File: src/design/pid_windowed_integral_defines.svh
// Assertion macros shared by the controller RTL.
// No dependencies; included by files that carry concurrent assertions.
`ifndef PID_WINDOWED_INTEGRAL_DEFINES_SVH
`define PID_WINDOWED_INTEGRAL_DEFINES_SVH

// Check that cons holds in the same cycle as ante.
`define PWI_ASSERT_SAME(label, clk, rst_n, ante, cons) \
	label: assert property (@(posedge clk) disable iff (!(rst_n)) (ante) |-> (cons)) \
		else $error("pwi assertion failed");

// Check that cons holds in the cycle after ante.
`define PWI_ASSERT_NEXT(label, clk, rst_n, ante, cons) \
	label: assert property (@(posedge clk) disable iff (!(rst_n)) (ante) |=> (cons)) \
		else $error("pwi assertion failed");

`endif

File: src/design/pwi_pkg.sv
// Widths, register indexes and constants of the windowed-integral PID controller.
// No dependencies; used by the channel interfaces and the top level.
package pwi_pkg;

	localparam int WINDOW_LEN = 10;
	localparam int WIN_IDX_W  = (WINDOW_LEN > 1) ? $clog2(WINDOW_LEN) : 1;

	localparam int ERR_W   = 16;
	localparam int GAIN_W  = 16;
	localparam int LIM_W   = 32;
	localparam int DRIVE_W = 32;
	localparam int SUM_W   = ERR_W + $clog2(WINDOW_LEN);
	localparam int DIFF_W  = ERR_W + 1;
	localparam int PPROD_W = GAIN_W + ERR_W;
	localparam int IPROD_W = GAIN_W + SUM_W;
	localparam int DPROD_W = GAIN_W + DIFF_W;
	localparam int TOT_W   = IPROD_W + 2;

	localparam int CFG_IDX_W  = 3;
	localparam int CFG_DATA_W = 32;

	typedef enum logic [CFG_IDX_W-1:0] {
		REG_P_GAIN           = 3'd0,
		REG_I_GAIN           = 3'd1,
		REG_D_GAIN           = 3'd2,
		REG_INTEGRAL_LIMIT   = 3'd3,
		REG_DERIVATIVE_LIMIT = 3'd4,
		REG_OUTPUT_LIMIT     = 3'd5
	} pwi_reg_t;

	localparam logic signed [LIM_W-1:0]   LIM_RESET = {1'b0, {(LIM_W-1){1'b1}}};
	localparam logic signed [DRIVE_W-1:0] DRIVE_MIN = {1'b1, {(DRIVE_W-1){1'b0}}};

endpackage

File: src/design/pwi_if.sv
// Valid/ready channel interfaces: error samples in, drive values out, register writes.
// Depends on pwi_pkg for field widths.
interface pwi_err_if import pwi_pkg::*; ();
	logic                    valid;
	logic                    ready;
	logic signed [ERR_W-1:0] error_sample;

	modport source (output valid, output error_sample, input ready);
	modport sink (input valid, input error_sample, output ready);
endinterface

interface pwi_drive_if import pwi_pkg::*; ();
	logic                      valid;
	logic                      ready;
	logic signed [DRIVE_W-1:0] drive_value;

	modport source (output valid, output drive_value, input ready);
	modport sink (input valid, input drive_value, output ready);
endinterface

interface pwi_cfg_if import pwi_pkg::*; ();
	logic                  valid;
	logic                  ready;
	logic [CFG_IDX_W-1:0]  index;
	logic [CFG_DATA_W-1:0] data;

	modport source (output valid, output index, output data, input ready);
	modport sink (input valid, input index, input data, output ready);
endinterface

File: src/design/pid_windowed_integral.sv
// PID controller with a sliding-window integral: one signed Q8.8 error sample in,
// one signed Q16.16 drive value out per transfer. It takes a sample every cycle unless the
// pipeline is full and the drive side stalls. The window update, the three gain multiplies,
// then clamping and summing are each registered in turn; a stall backs up stage by stage so
// empty stages still fill while a result waits. The running window sum feeds back on itself.
// Configuration writes must be made while idle; the block itself does not enforce this.
// Depends on pwi_pkg, the channel interfaces in pwi_if.sv and the assertion macros.
`include "pid_windowed_integral_defines.svh"

module pid_windowed_integral import pwi_pkg::*; (
	input  logic               clk,
	input  logic               arst_n,
	pwi_cfg_if.sink            cfg,
	pwi_err_if.sink            sample,
	pwi_drive_if.source        drive
);

	logic signed [GAIN_W-1:0] p_gain_q, i_gain_q, d_gain_q;
	logic signed [LIM_W-1:0]  ilim_q, dlim_q, olim_q;

	logic signed [ERR_W-1:0]  window_q [WINDOW_LEN];
	logic [WIN_IDX_W-1:0]     wr_pos_q;
	logic signed [SUM_W-1:0]  window_sum_q;
	logic signed [ERR_W-1:0]  prev_err_q;

	logic                     v_s1, v_s2, out_v_q;
	logic signed [ERR_W-1:0]  err_s1;
	logic signed [DIFF_W-1:0] diff_s1;
	logic signed [SUM_W-1:0]  sum_s1;
	logic signed [PPROD_W-1:0] pprod_s2;
	logic signed [IPROD_W-1:0] iprod_s2;
	logic signed [DPROD_W-1:0] dprod_s2;
	logic signed [DRIVE_W-1:0] drive_q;

	logic en_out, en_s2, en_s1, accept;
	logic signed [SUM_W-1:0]  sum_nxt;
	logic signed [DIFF_W-1:0] diff_nxt;
	logic signed [TOT_W-1:0]  iext, dext, pext, ilim_ext, dlim_ext, olim_ext;
	logic signed [TOT_W-1:0]  iterm, dterm, total, total_hi, total_lim;

	assign en_out       = !out_v_q || drive.ready;
	assign en_s2        = !v_s2 || en_out;
	assign en_s1        = !v_s1 || en_s2;
	assign sample.ready = en_s1;
	assign accept       = sample.valid && en_s1;
	assign cfg.ready    = 1'b1;

	assign drive.valid       = out_v_q;
	assign drive.drive_value = drive_q;

	// register writes
	always_ff @(posedge clk or negedge arst_n) begin
		if (!arst_n) begin
			p_gain_q <= '0;
			i_gain_q <= '0;
			d_gain_q <= '0;
			ilim_q   <= LIM_RESET;
			dlim_q   <= LIM_RESET;
			olim_q   <= LIM_RESET;
		end else if (cfg.valid) begin
			unique case (pwi_reg_t'(cfg.index))
				REG_P_GAIN:           p_gain_q <= cfg.data[GAIN_W-1:0];
				REG_I_GAIN:           i_gain_q <= cfg.data[GAIN_W-1:0];
				REG_D_GAIN:           d_gain_q <= cfg.data[GAIN_W-1:0];
				REG_INTEGRAL_LIMIT:   ilim_q   <= cfg.data[LIM_W-1:0];
				REG_DERIVATIVE_LIMIT: dlim_q   <= cfg.data[LIM_W-1:0];
				REG_OUTPUT_LIMIT:     olim_q   <= cfg.data[LIM_W-1:0];
				default: begin
				end
			endcase
		end
	end

	assign sum_nxt  = window_sum_q - SUM_W'(window_q[wr_pos_q]) + SUM_W'(sample.error_sample);
	assign diff_nxt = DIFF_W'(sample.error_sample) - DIFF_W'(prev_err_q);

	// window state and first stage
	always_ff @(posedge clk or negedge arst_n) begin
		if (!arst_n) begin
			for (int k = 0; k < WINDOW_LEN; k++) begin
				window_q[k] <= '0;
			end
			wr_pos_q     <= '0;
			window_sum_q <= '0;
			prev_err_q   <= '0;
			v_s1         <= 1'b0;
		end else begin
			if (en_s1) begin
				v_s1 <= sample.valid;
			end
			if (accept) begin
				window_q[wr_pos_q] <= sample.error_sample;
				window_sum_q       <= sum_nxt;
				prev_err_q         <= sample.error_sample;
				if (wr_pos_q == WIN_IDX_W'(WINDOW_LEN - 1)) begin
					wr_pos_q <= '0;
				end else begin
					wr_pos_q <= wr_pos_q + WIN_IDX_W'(1);
				end
			end
		end
	end

	always_ff @(posedge clk) begin
		if (accept) begin
			err_s1  <= sample.error_sample;
			diff_s1 <= diff_nxt;
			sum_s1  <= sum_nxt;
		end
	end

	// gain multiplies
	always_ff @(posedge clk or negedge arst_n) begin
		if (!arst_n) begin
			v_s2 <= 1'b0;
		end else if (en_s2) begin
			v_s2 <= v_s1;
		end
	end

	always_ff @(posedge clk) begin
		if (en_s2 && v_s1) begin
			pprod_s2 <= PPROD_W'(p_gain_q) * PPROD_W'(err_s1);
			iprod_s2 <= IPROD_W'(i_gain_q) * IPROD_W'(sum_s1);
			dprod_s2 <= DPROD_W'(d_gain_q) * DPROD_W'(diff_s1);
		end
	end

	// clamp and sum
	always_comb begin
		pext      = TOT_W'(pprod_s2);
		iext      = TOT_W'(iprod_s2);
		dext      = TOT_W'(dprod_s2);
		ilim_ext  = TOT_W'(ilim_q);
		dlim_ext  = TOT_W'(dlim_q);
		olim_ext  = TOT_W'(olim_q);
		iterm     = (iext > ilim_ext) ? ilim_ext : iext;
		dterm     = (dext > dlim_ext) ? dlim_ext : dext;
		total     = pext + iterm + dterm;
		total_hi  = (total > olim_ext) ? olim_ext : total;
		total_lim = (total_hi < TOT_W'(DRIVE_MIN)) ? TOT_W'(DRIVE_MIN) : total_hi;
	end

	always_ff @(posedge clk or negedge arst_n) begin
		if (!arst_n) begin
			out_v_q <= 1'b0;
		end else if (en_out) begin
			out_v_q <= v_s2;
		end
	end

	always_ff @(posedge clk) begin
		if (en_out && v_s2) begin
			drive_q <= total_lim[DRIVE_W-1:0];
		end
	end

	`PWI_ASSERT_SAME(a_wr_pos_range, clk, arst_n, 1'b1, wr_pos_q <= WIN_IDX_W'(WINDOW_LEN - 1))
	`PWI_ASSERT_NEXT(a_prev_err_tracks, clk, arst_n, accept, prev_err_q == $past(sample.error_sample))
	`PWI_ASSERT_SAME(a_result_from_s2, clk, arst_n, $rose(out_v_q), $past(v_s2))
	`PWI_ASSERT_SAME(a_stall_only_full, clk, arst_n, !sample.ready, v_s1 && v_s2 && out_v_q)

endmodule
File: src/flat_wrapper.sv
// flat-port wrapper written by rule: the top's interface ports become plain ports
module pid_windowed_integral_flat import pwi_pkg::*;
  (clk, arst_n, cfg_valid, cfg_index, cfg_data, cfg_ready, sample_valid, sample_error_sample, sample_ready, drive_valid, drive_drive_value, drive_ready);
  pwi_cfg_if cfg_i ();
  pwi_err_if sample_i ();
  pwi_drive_if drive_i ();
  input  logic clk;
  input  logic arst_n;
  input wire logic [$bits(cfg_i.valid)-1:0] cfg_valid;
  input wire logic [$bits(cfg_i.index)-1:0] cfg_index;
  input wire logic [$bits(cfg_i.data)-1:0] cfg_data;
  output wire logic [$bits(cfg_i.ready)-1:0] cfg_ready;
  input wire logic [$bits(sample_i.valid)-1:0] sample_valid;
  input wire logic [$bits(sample_i.error_sample)-1:0] sample_error_sample;
  output wire logic [$bits(sample_i.ready)-1:0] sample_ready;
  output wire logic [$bits(drive_i.valid)-1:0] drive_valid;
  output wire logic [$bits(drive_i.drive_value)-1:0] drive_drive_value;
  input wire logic [$bits(drive_i.ready)-1:0] drive_ready;
  assign cfg_i.valid = cfg_valid;
  assign cfg_i.index = cfg_index;
  assign cfg_i.data = cfg_data;
  assign cfg_ready = cfg_i.ready;
  assign sample_i.valid = sample_valid;
  assign sample_i.error_sample = sample_error_sample;
  assign sample_ready = sample_i.ready;
  assign drive_valid = drive_i.valid;
  assign drive_drive_value = drive_i.drive_value;
  assign drive_i.ready = drive_ready;
  pid_windowed_integral u_core (.clk(clk), .arst_n(arst_n), .cfg(cfg_i), .sample(sample_i), .drive(drive_i));
endmodule
File: config.mk
export PLATFORM = sky130hd
export DESIGN_NAME = pid_windowed_integral_flat
export DESIGN_NICKNAME = d
export VERILOG_FILES = /design/src/design/pwi_pkg.sv /design/src/design/pwi_if.sv /design/src/design/pid_windowed_integral.sv /design/src/flat_wrapper.sv
export VERILOG_INCLUDE_DIRS = /design/src /design/src/design
export SDC_FILE = /design/constraint.sdc
export NUM_CORES = 2
export LEC_CHECK = 0
export BUFFER_PORTS_ARGS = -buffer_cell sky130_fd_sc_hd__buf_2
export CAP_MARGIN = 40
export CORE_MARGIN = 2
export CORE_UTILIZATION = 65
export CTS_BUF_LIST = sky130_fd_sc_hd__clkbuf_8
export CTS_CLUSTER_SIZE = 12
export DETAILED_ROUTE_END_ITERATION = 10
export PLACE_DENSITY = 0.82
export SLEW_MARGIN = 20
export SYNTH_ARGS = -nofsm -noshare
export SYNTH_HDL_FRONTEND = slang
export SYNTH_SLANG_ARGS = --single-unit
File: constraint.sdc
create_clock -name clk -period 22 [get_ports clk]
set_clock_uncertainty 0.2 [all_clocks]
set_input_delay 4.4 -clock clk [delete_from_list [all_inputs] [get_ports clk]]
set_output_delay 4.4 -clock clk [all_outputs]
set_load 0.01 [all_outputs]
==> impl_results.md <==
* Status: finished, final reports clean
* Most Used Layer, Global Route: met2
* Setup ws final at 12.28 ns
* Post-synth cell types at 81
* Crit start category: register
* Syn-to-layout area delta at 6.358%
* Gp weighted congestion at 0.9533
* CTS tree: built
* Cts repair resizes at 0
* Largest net degree at the start of global routing at 146
* Core area at 91250 µm²
* Mapped Nets at 7387
* Hold Slack at 0.2742 ns
* Critical Path Sink Type: register
* Number of port buffers at 89
* Die span in y at 306.9 µm
* CTS root buf: clkbuf_8
* Commonest non-fill, non-tap cell in the layout: inv_1
* Syn_area_per_cell at 9.968 µm²
* Met3 Use GR at 6.141%
* Fill count at 6518
* FP Rows at 111
* Antenna violations before repair at 8
* Worst Path Required at 22.42 ns
* DR pass1 iterations at 6
* Maximum clock rate at 0.1029 GHz
* M1 GR Usage at 43.41%
* Mapped Cells at 5982
* Iter 0 DRT Violations at 3409
* Slew Viols, Final at 0
* Critical path fanouts, max at 35
* Fraction of the cycle the final worst path needs at 44.18%
* Setup repair bufs after CTS at 0
* Cts hold-fix bufs at 0
* Cell area after synthesis at 59630 µm²
* MaxCap Viol Count at 0
* Post-synth top flop: dfrtp_1
* Number of global-route vias before repair at 45382
* CP Class: reg -> reg
* Crit path largest cell delay at 0.54 ns
* Die extent in x at 306.9 µm
* Io pins at 91
* Pre-CTS WS at 12.36 ns
* Num CTS Buffers at 96
* Fin crit period at 9.719 ns
* GRT overflow at 0
* RSZ-0062 raised after global routing: false
* Maximum clock insertion buffer count at 3
* DRC viols at 0
* Area leader, netlist: fa_1
* Detail-routed via count per cell at 5.838
* Max-slew headroom at 27.43%
* Clk Latency, worst-skew pair at 0.77 ns
* CP Data Arrival Time at 10.13 ns
* Die area at 94180 µm²
* WL final at 148400 µm
* Final #Nets at 7391
* Vias at 42351
* Flops & latches, synth at 533
* Async set-or-reset flop fraction in the synthesized netlist at 65.10%
* Initial Util at 65.35%
* Reg clk slew, reported paths at 0.06 ns
* Min-Delay Path Class: reg -> reg
* Highest-count cells in the layout ignoring fill and taps: 1243 x inv_1, 913 x fa_1, 788 x nand2_1
* Synth area leaders: fa_1 31%, dfrtp_1 11%, edfxtp_1 9.4%
* Sequential share of the synthesized area at 24.12%
* Final Hold Fails at 0
* Post-synth top area share at 30.65%
* Dpl hpwl at 115600 µm
* Total global-route track usage at 32.87%
* Setup TNS at 0 ns
* Sink Count at 533
* # setup viols final at 0
* Met2 Track Usage GR at 52.69%
* Number of synthesized flops with an enable pin at 186
* First-pass GRT wire length at 240700 µm
* H-tree levels at 3
* Yosys warnings at 0
* Share of layout cells above drive strength 1 at 9.103%
* Slowest CP cell: dfstp_2
* WL per Instance at 20.46 µm
* Remaining antenna violation count at 0
* Worst-margin pin slew at 1.089 ns
## final timing paths
check	start	endpoint	slack, ns	cells after the start
min reg2reg	u_core.window_q[120]	u_core.window_q[120]	0.27	2
max	u_core.ilim_q[21]	u_core.drive.drive_value[4]	12.28	40
min in group asynchronous	arst_n	u_core.window_q[61]	3.34	1
min	u_core.window_q[120]	u_core.window_q[120]	0.27	2
max in group asynchronous	arst_n	u_core.p_gain_q[5]	16.73	4
max reg2reg	u_core.ilim_q[21]	u_core.drive.drive_value[4]	12.28	40
## Yosys cell counts (31+ instances only)
cell / number
inv_1: 1219
fa_1: 913
nand2_1: 788
ha_1: 436
and2_1: 332
o21ai_0: 312
dfrtp_1: 254
clkbuf_1: 214
edfxtp_1: 186
a21oi_1: 156
xnor2_1: 132
mux2_2: 115
nor2_1: 102
dfstp_2: 93
a21o_1: 82
mux2i_1: 80
nand2b_1: 75
nand3_1: 38
xor2_1: 38
nor3_1: 34
mux4_2: 32
a22o_1: 31
o21a_1: 31
## worst max-delay path: cells and delay by family (launching register included)
family	cells	cell delay, ns
flip-flops	1	0.54
AND/OR/NAND/NOR	10	1.84
buffers and inverters	4	0.63
AO/OA/AOI/OAI	19	3.90
multiplexers	2	0.63
adder cells (fa/ha/maj)	5	1.78
## cells by family (layout without fill, tap and decap cells)
| kind of cell | after synthesis | count (layout) | synth area share, % |
|---|---|---|---|
| other cells | 1 | 5 | 0.006289 |
| compound gates | 768 | 768 | 7.894 |
| flops | 533 | 533 | 24.12 |
| mux | 231 | 231 | 4.799 |
| fa+ha+maj | 1349 | 1349 | 39.80 |
| buf+inv | 1451 | 1533 | 9.180 |
| xor+xnor | 170 | 170 | 2.497 |
| simple gates | 1479 | 1479 | 11.70 |
## area by class of cell
class	instances	area [µm²]	area share, %
inverters	1220	4582	7.224
well taps	1186	1484	2.340
repair buffers	137	1050	1.655
clock inverters	59	496.7	0.7832
flip-flops and latches	533	14390	22.68
diodes	4	10.01	0.01578
multi-input cells	3998	39800	62.76
clock buffers	117	1610	2.539
## routing by layer
layer  routed length (µm)  share of wire, %
met5                   22             0.015
met4                 8406               5.7
met3                11960               8.1
met2                69000                46
met1                59020                40
## state kept, by name, indices dropped and copies added (netlist names), 4 cells and up
| name | flops |
|---|---|
| u_core.wr_pos_q | 4 |
| u_core.dlim_q | 32 |
| u_core.window_q | 160 |
| u_core.diff_s1 | 17 |
| u_core.dprod_s2 | 33 |
| u_core.pprod_s2 | 32 |
| u_core.prev_err_q | 16 |
| u_core.ilim_q | 32 |
| u_core.sum_s1 | 20 |
| u_core.iprod_s2 | 36 |
| u_core.olim_q | 32 |
| u_core.i_gain_q | 16 |
| u_core.p_gain_q | 16 |
| u_core.d_gain_q | 16 |
| u_core.drive.drive_value | 32 |
| u_core.window_sum_q | 20 |
| u_core.err_s1 | 16 |
## metrics by stage
stage	cells	utilization [%]	instance area, µm²
after global routing	7251	69.50	63410
final	7254	69.51	63420
after floorplan	5982	-	59630
after CTS	7240	69.32	63250
after detailed placement	7064	67.01	61140
after global placement	7052	66.76	60920
Power is not shown: default switching activity piles up to over one toggle a cycle in this logic, so the estimate is an artifact.
